$ cat config.mk
export PLATFORM = sky130hd
export DESIGN_NAME = dlr_ram
export DESIGN_NICKNAME = d
export VERILOG_FILES = /design/src/hdl/dlr_ram.sv
export SDC_FILE = /design/constraint.sdc
export NUM_CORES = 2
export LEC_CHECK = 0
export BUFFER_PORTS_ARGS = -buffer_cell sky130_fd_sc_hd__buf_2
export CORE_ASPECT_RATIO = 1.2
export CORE_UTILIZATION = 35
export CTS_BUF_LIST = sky130_fd_sc_hd__clkbuf_8
export DETAILED_ROUTE_END_ITERATION = 10
export GPL_ROUTABILITY_DRIVEN = 0
export PLACE_DENSITY_LB_ADDON = 0.1
export RECOVER_POWER = 100
export SYNTH_ARGS = -nofsm -noshare
export SYNTH_HDL_FRONTEND = slang
export SYNTH_SLANG_ARGS = --single-unit
$ cat constraint.sdc
create_clock -name clk_i -period 6.1 [get_ports clk_i]
set_input_delay 0.915 -clock clk_i [delete_from_list [all_inputs] [get_ports clk_i]]
set_output_delay 0.915 -clock clk_i [all_outputs]
set_load 0.02 [all_outputs]
$ cat src/hdl/dlr_ram.sv
// Generic simple dual-port RAM with one write port and a registered read port.
module dlr_ram #(
  parameter int unsigned WIDTH = 32,
  parameter int unsigned DEPTH = 128
) (
  input  logic                     clk_i,
  input  logic                     we_i,
  input  logic [$clog2(DEPTH)-1:0] waddr_i,
  input  logic [WIDTH-1:0]         wdata_i,
  input  logic                     re_i,
  input  logic [$clog2(DEPTH)-1:0] raddr_i,
  output logic [WIDTH-1:0]         rdata_o
);

  logic [WIDTH-1:0] mem_q [DEPTH];
  logic [WIDTH-1:0] rdata_q;

  always_ff @(posedge clk_i) begin
    if (we_i) begin
      mem_q[waddr_i] <= wdata_i;
    end
    if (re_i) begin
      rdata_q <= mem_q[raddr_i];
    end
  end

  assign rdata_o = rdata_q;

endmodule

==> impl_metrics.xml <==
<?xml version="1.0" encoding="UTF-8"?>
<metrics>
  <group name="sta">
    <metric name="finalSetupViolCount" unit="">0</metric>
    <metric name="tns" unit="ns">0</metric>
    <metric name="final_period_util" unit="">0.787</metric>
    <metric name="fin_worst_skew" unit="ns">0.0650</metric>
    <metric name="timing_worst_slew_pin_value" unit="ns">4.66</metric>
    <metric name="slew-limit-headroom" unit="">-2.11</metric>
    <metric name="maxSlewViolCount" unit="">6369</metric>
    <metric name="timing.final.hold_violations" unit="">0</metric>
    <metric name="rsz_0062_raised_after_global_routing" unit="">false</metric>
    <metric name="max_freq" unit="MHz">208</metric>
    <metric name="final_period_minus_worst_setup_slack" unit="ns">4.80</metric>
  </group>
  <group name="floorplan">
    <metric name="die_w" unit="um">613</metric>
    <metric name="core_area" unit="um^2">445000</metric>
    <metric name="std_cell_rows" unit="">268</metric>
    <metric name="floorplan.die_area" unit="um^2">450000</metric>
    <metric name="count_of_boundary_i_o_pins" unit="">81</metric>
    <metric name="die_height" unit="um">735</metric>
    <metric name="initial_core_utilization" unit="">0.352</metric>
  </group>
  <group name="min_path">
    <metric name="worstHoldPathType" unit="">in2reg</metric>
    <metric name="timing.hold.worst_path_depth" unit="">3</metric>
  </group>
  <group name="synth">
    <metric name="syn-instance-count" unit="">5990</metric>
    <metric name="synth_cell_type_count" unit="">16</metric>
    <metric name="area_of_the_mapped_netlist" unit="um^2">157000</metric>
    <metric name="syn_area_per_cell" unit="um^2">26.1</metric>
    <metric name="synth_warnings" unit="">0</metric>
    <metric name="ys_seq_elements" unit="">4128</metric>
    <metric name="net_count_after_synthesis" unit="">6039</metric>
    <metric name="yosysSeqAreaShare" unit="">0.792</metric>
  </group>
  <group name="clock_network">
    <metric name="tritoncts.num_buffers" unit="">681</metric>
    <metric name="cts.htree.levels" unit="">6</metric>
    <metric name="tritoncts_clock_tree" unit="">yes</metric>
    <metric name="clock_sinks" unit="">4128</metric>
    <metric name="clock_latency_at_the_later_pin_of_the_worst_skew_pair" unit="ns">1.27</metric>
    <metric name="postCtsSetupBuffers" unit="">0</metric>
    <metric name="clk_pin_slew_worst_paths" unit="ns">0.06</metric>
    <metric name="clock_tree.buffer_depth" unit="">4</metric>
    <metric name="postCtsResizedCells" unit="">0</metric>
    <metric name="cts_root_buffer" unit="">sky130_fd_sc_hd__clkbuf_8</metric>
    <metric name="post_cts_hold_buffer_count" unit="">0</metric>
  </group>
  <group name="placement">
    <metric name="dpl_cell_area" unit="um^2">167000</metric>
    <metric name="detailed_place_hpwl" unit="um">281000</metric>
    <metric name="place.port_buffers" unit="">80</metric>
  </group>
  <group name="global_route">
    <metric name="grt.overflow.total" unit="">0</metric>
    <metric name="grt_first_pass_wirelength" unit="um">658000</metric>
    <metric name="grt_start_max_net_pins" unit="">82</metric>
    <metric name="initial_antenna_violation_count" unit="">63</metric>
    <metric name="gr-usage-all-layers" unit="">0.215</metric>
    <metric name="grt_pass1_vias" unit="">76307</metric>
  </group>
  <group name="flow_run">
    <metric name="max-cap-violations" unit="">178</metric>
  </group>
  <group name="power_and_ir_drop">
    <metric name="net-switching-power" unit="mW">13.5</metric>
    <metric name="p_per_area" unit="nW/um^2">321</metric>
    <metric name="power" unit="mW">57.2</metric>
    <metric name="internal-power" unit="mW">43.7</metric>
    <metric name="cellLeakagePower" unit="nW">54.3</metric>
    <metric name="power.combinational.fraction" unit="">0.056</metric>
    <metric name="switching_power_share_of_the_total" unit="">0.236</metric>
    <metric name="pwr-share-clk" unit="">0.392</metric>
    <metric name="ir_drop" unit="V">0.000226</metric>
    <metric name="seq_power_share" unit="">0.552</metric>
  </group>
  <group name="detailed_routing">
    <metric name="route.detailed.wl_per_inst" unit="um">36.6</metric>
    <metric name="num_vias" unit="">71367</metric>
    <metric name="first_pass_iters" unit="">7</metric>
    <metric name="drc_violations_left" unit="">0</metric>
    <metric name="route.antenna.remaining_nets" unit="">0</metric>
    <metric name="vias_per_cell" unit="">5.38</metric>
    <metric name="initialDrtViolationCount" unit="">7421</metric>
    <metric name="wl" unit="um">485000</metric>
  </group>
  <group name="setup_path">
    <metric name="end_kind" unit="">flip-flop</metric>
    <metric name="worst-endpoint-required" unit="ns">6.92</metric>
    <metric name="r2r_slack" unit="ns">3.23</metric>
    <metric name="crit_arrival" unit="ns">5.62</metric>
    <metric name="worst-setup-path-type" unit="">in2reg</metric>
    <metric name="worstSetupStartpointType" unit="">input pin</metric>
    <metric name="worst_r2r_path_depth" unit="">4</metric>
    <metric name="crit_path_max_fanout" unit="">19</metric>
  </group>
  <group name="layout">
    <metric name="fin_util" unit="">0.401</metric>
    <metric name="finalNetCount" unit="">6817</metric>
    <metric name="drive_gt1_frac" unit="">0.332</metric>
    <metric name="layout-area-overhead-vs-synth" unit="%">13.8</metric>
    <metric name="fin_area" unit="um^2">178000</metric>
  </group>
  <group name="status">
    <metric name="outcome" unit="">finished with violations</metric>
    <metric name="failed_checks" unit="">capacitance limit, slew limit</metric>
  </group>
</metrics>
synth_stat cells:
cell type	instances	area share
sky130_fd_sc_hd__buf_1	50	0.0012
sky130_fd_sc_hd__buf_2	79	0.0025
sky130_fd_sc_hd__buf_4	3	0.00014
sky130_fd_sc_hd__buf_6	2	0.00014
sky130_fd_sc_hd__clkbuf_1	182	0.0044
sky130_fd_sc_hd__edfxtp_1	4128	0.79
sky130_fd_sc_hd__mux2_2	32	0.0023
sky130_fd_sc_hd__mux4_2	1344	0.19
sky130_fd_sc_hd__nand2_1	14	0.00034
sky130_fd_sc_hd__nand2b_1	2	0.000080
sky130_fd_sc_hd__nand3_1	12	0.00038
sky130_fd_sc_hd__nand4_1	3	0.00012
sky130_fd_sc_hd__nor2_1	122	0.0029
sky130_fd_sc_hd__nor2b_1	7	0.00028
sky130_fd_sc_hd__nor3_1	9	0.00029
sky130_fd_sc_hd__or3_1	1	0.000040
cell type report:
cell class | count | area, um^2
fillers | 39383 | 266000
flip-flops and latches | 4128 | 124000
multi-input cells | 1546 | 31700
clock buffers | 691 | 9510
well taps | 5940 | 7430
repair buffers | 411 | 2890
clock inverters | 499 | 2610
diodes | 52 | 130
cell families (layout without fill, tap and decap cells):
logic type             count (synthesis)  after routing  share of synthesized area
buffers and inverters                316           1601                    0.00837
DFF                                 4128           4128                      0.792
and+or+nand+nor                      170            170                    0.00445
other                                  0             52                          0
muxes                               1376           1376                      0.196
state kept, by name, summed over array words and instances, names as in the netlist:
register and count:
mem_q 4096, rdata_o 32
path summary, 6_finish.rpt:
| kind | from | to |
|---|---|---|
| setup / recovery | waddr_i[4] | mem_q[77][24] |
| hold / removal | waddr_i[1] | mem_q[103][17] |
| setup reg to reg | mem_q[39][19] | rdata_o[19] |
| hold reg to reg | mem_q[117][9] | rdata_o[9] |
routing by layer:
layer	global-route usage	wire length, um	up-vias
met5	0	129	-
met3	0.0406	28000	630
met4	0.0547	12200	20
met2	0.375	250000	2167
li1	-	-	28150
met1	0.276	195000	40400
critical path: stages:
cell                       delay, ns
sky130_fd_sc_hd__clkbuf_1       0.25
sky130_fd_sc_hd__nor2b_1        0.70
sky130_fd_sc_hd__nand3_1        0.48
sky130_fd_sc_hd__nor2_1         1.84
sky130_fd_sc_hd__clkbuf_1       1.38
placed cells by master, fill, tap and decap left out, types with 8 or more instances in the layout:
master,synthesis,final
sky130_fd_sc_hd__buf_12,0,56
sky130_fd_sc_hd__buf_4,3,93
sky130_fd_sc_hd__bufinv_16,0,14
sky130_fd_sc_hd__clkbuf_1,182,223
sky130_fd_sc_hd__clkbuf_2,0,28
sky130_fd_sc_hd__clkbuf_8,0,691
sky130_fd_sc_hd__clkinv_1,0,177
sky130_fd_sc_hd__clkinv_2,0,41
sky130_fd_sc_hd__clkinvlp_4,0,17
sky130_fd_sc_hd__diode_2,0,52
sky130_fd_sc_hd__edfxtp_1,4128,4128
sky130_fd_sc_hd__inv_1,0,217
sky130_fd_sc_hd__inv_6,0,15
sky130_fd_sc_hd__inv_8,0,10
sky130_fd_sc_hd__mux2_2,32,32
sky130_fd_sc_hd__mux4_2,1344,1344
sky130_fd_sc_hd__nand2_1,14,14
sky130_fd_sc_hd__nand3_1,12,9
sky130_fd_sc_hd__nor2_1,122,71
sky130_fd_sc_hd__nor2_4,0,51
sky130_fd_sc_hd__nor3_1,9,8
through the flow:
step / cells / setup slack, ns / hold slack [ns]
after global routing: 13246 / 1.29 / 0.277
final: 13267 / 1.30 / 0.345
after detailed placement: 12025 / 1.35 / 1.19
after global placement: 12025 / 1.35 / 1.19
after CTS: 13215 / 2.54 / 0.0743
after floorplan: 5990 / 1.95 / 1.01
power groups by stage:
stage                     Clock, mW  Combinational, mW  Sequential (mW)
after floorplan                   0               1.51             32.0
after global placement            0               3.33             32.1
after detailed placement          0               3.36             32.1
after CTS                      23.0               3.37             31.5
after global routing           24.1               3.36             31.6
final                          22.4               3.22             31.6
Power figures use the tool's default switching activity.
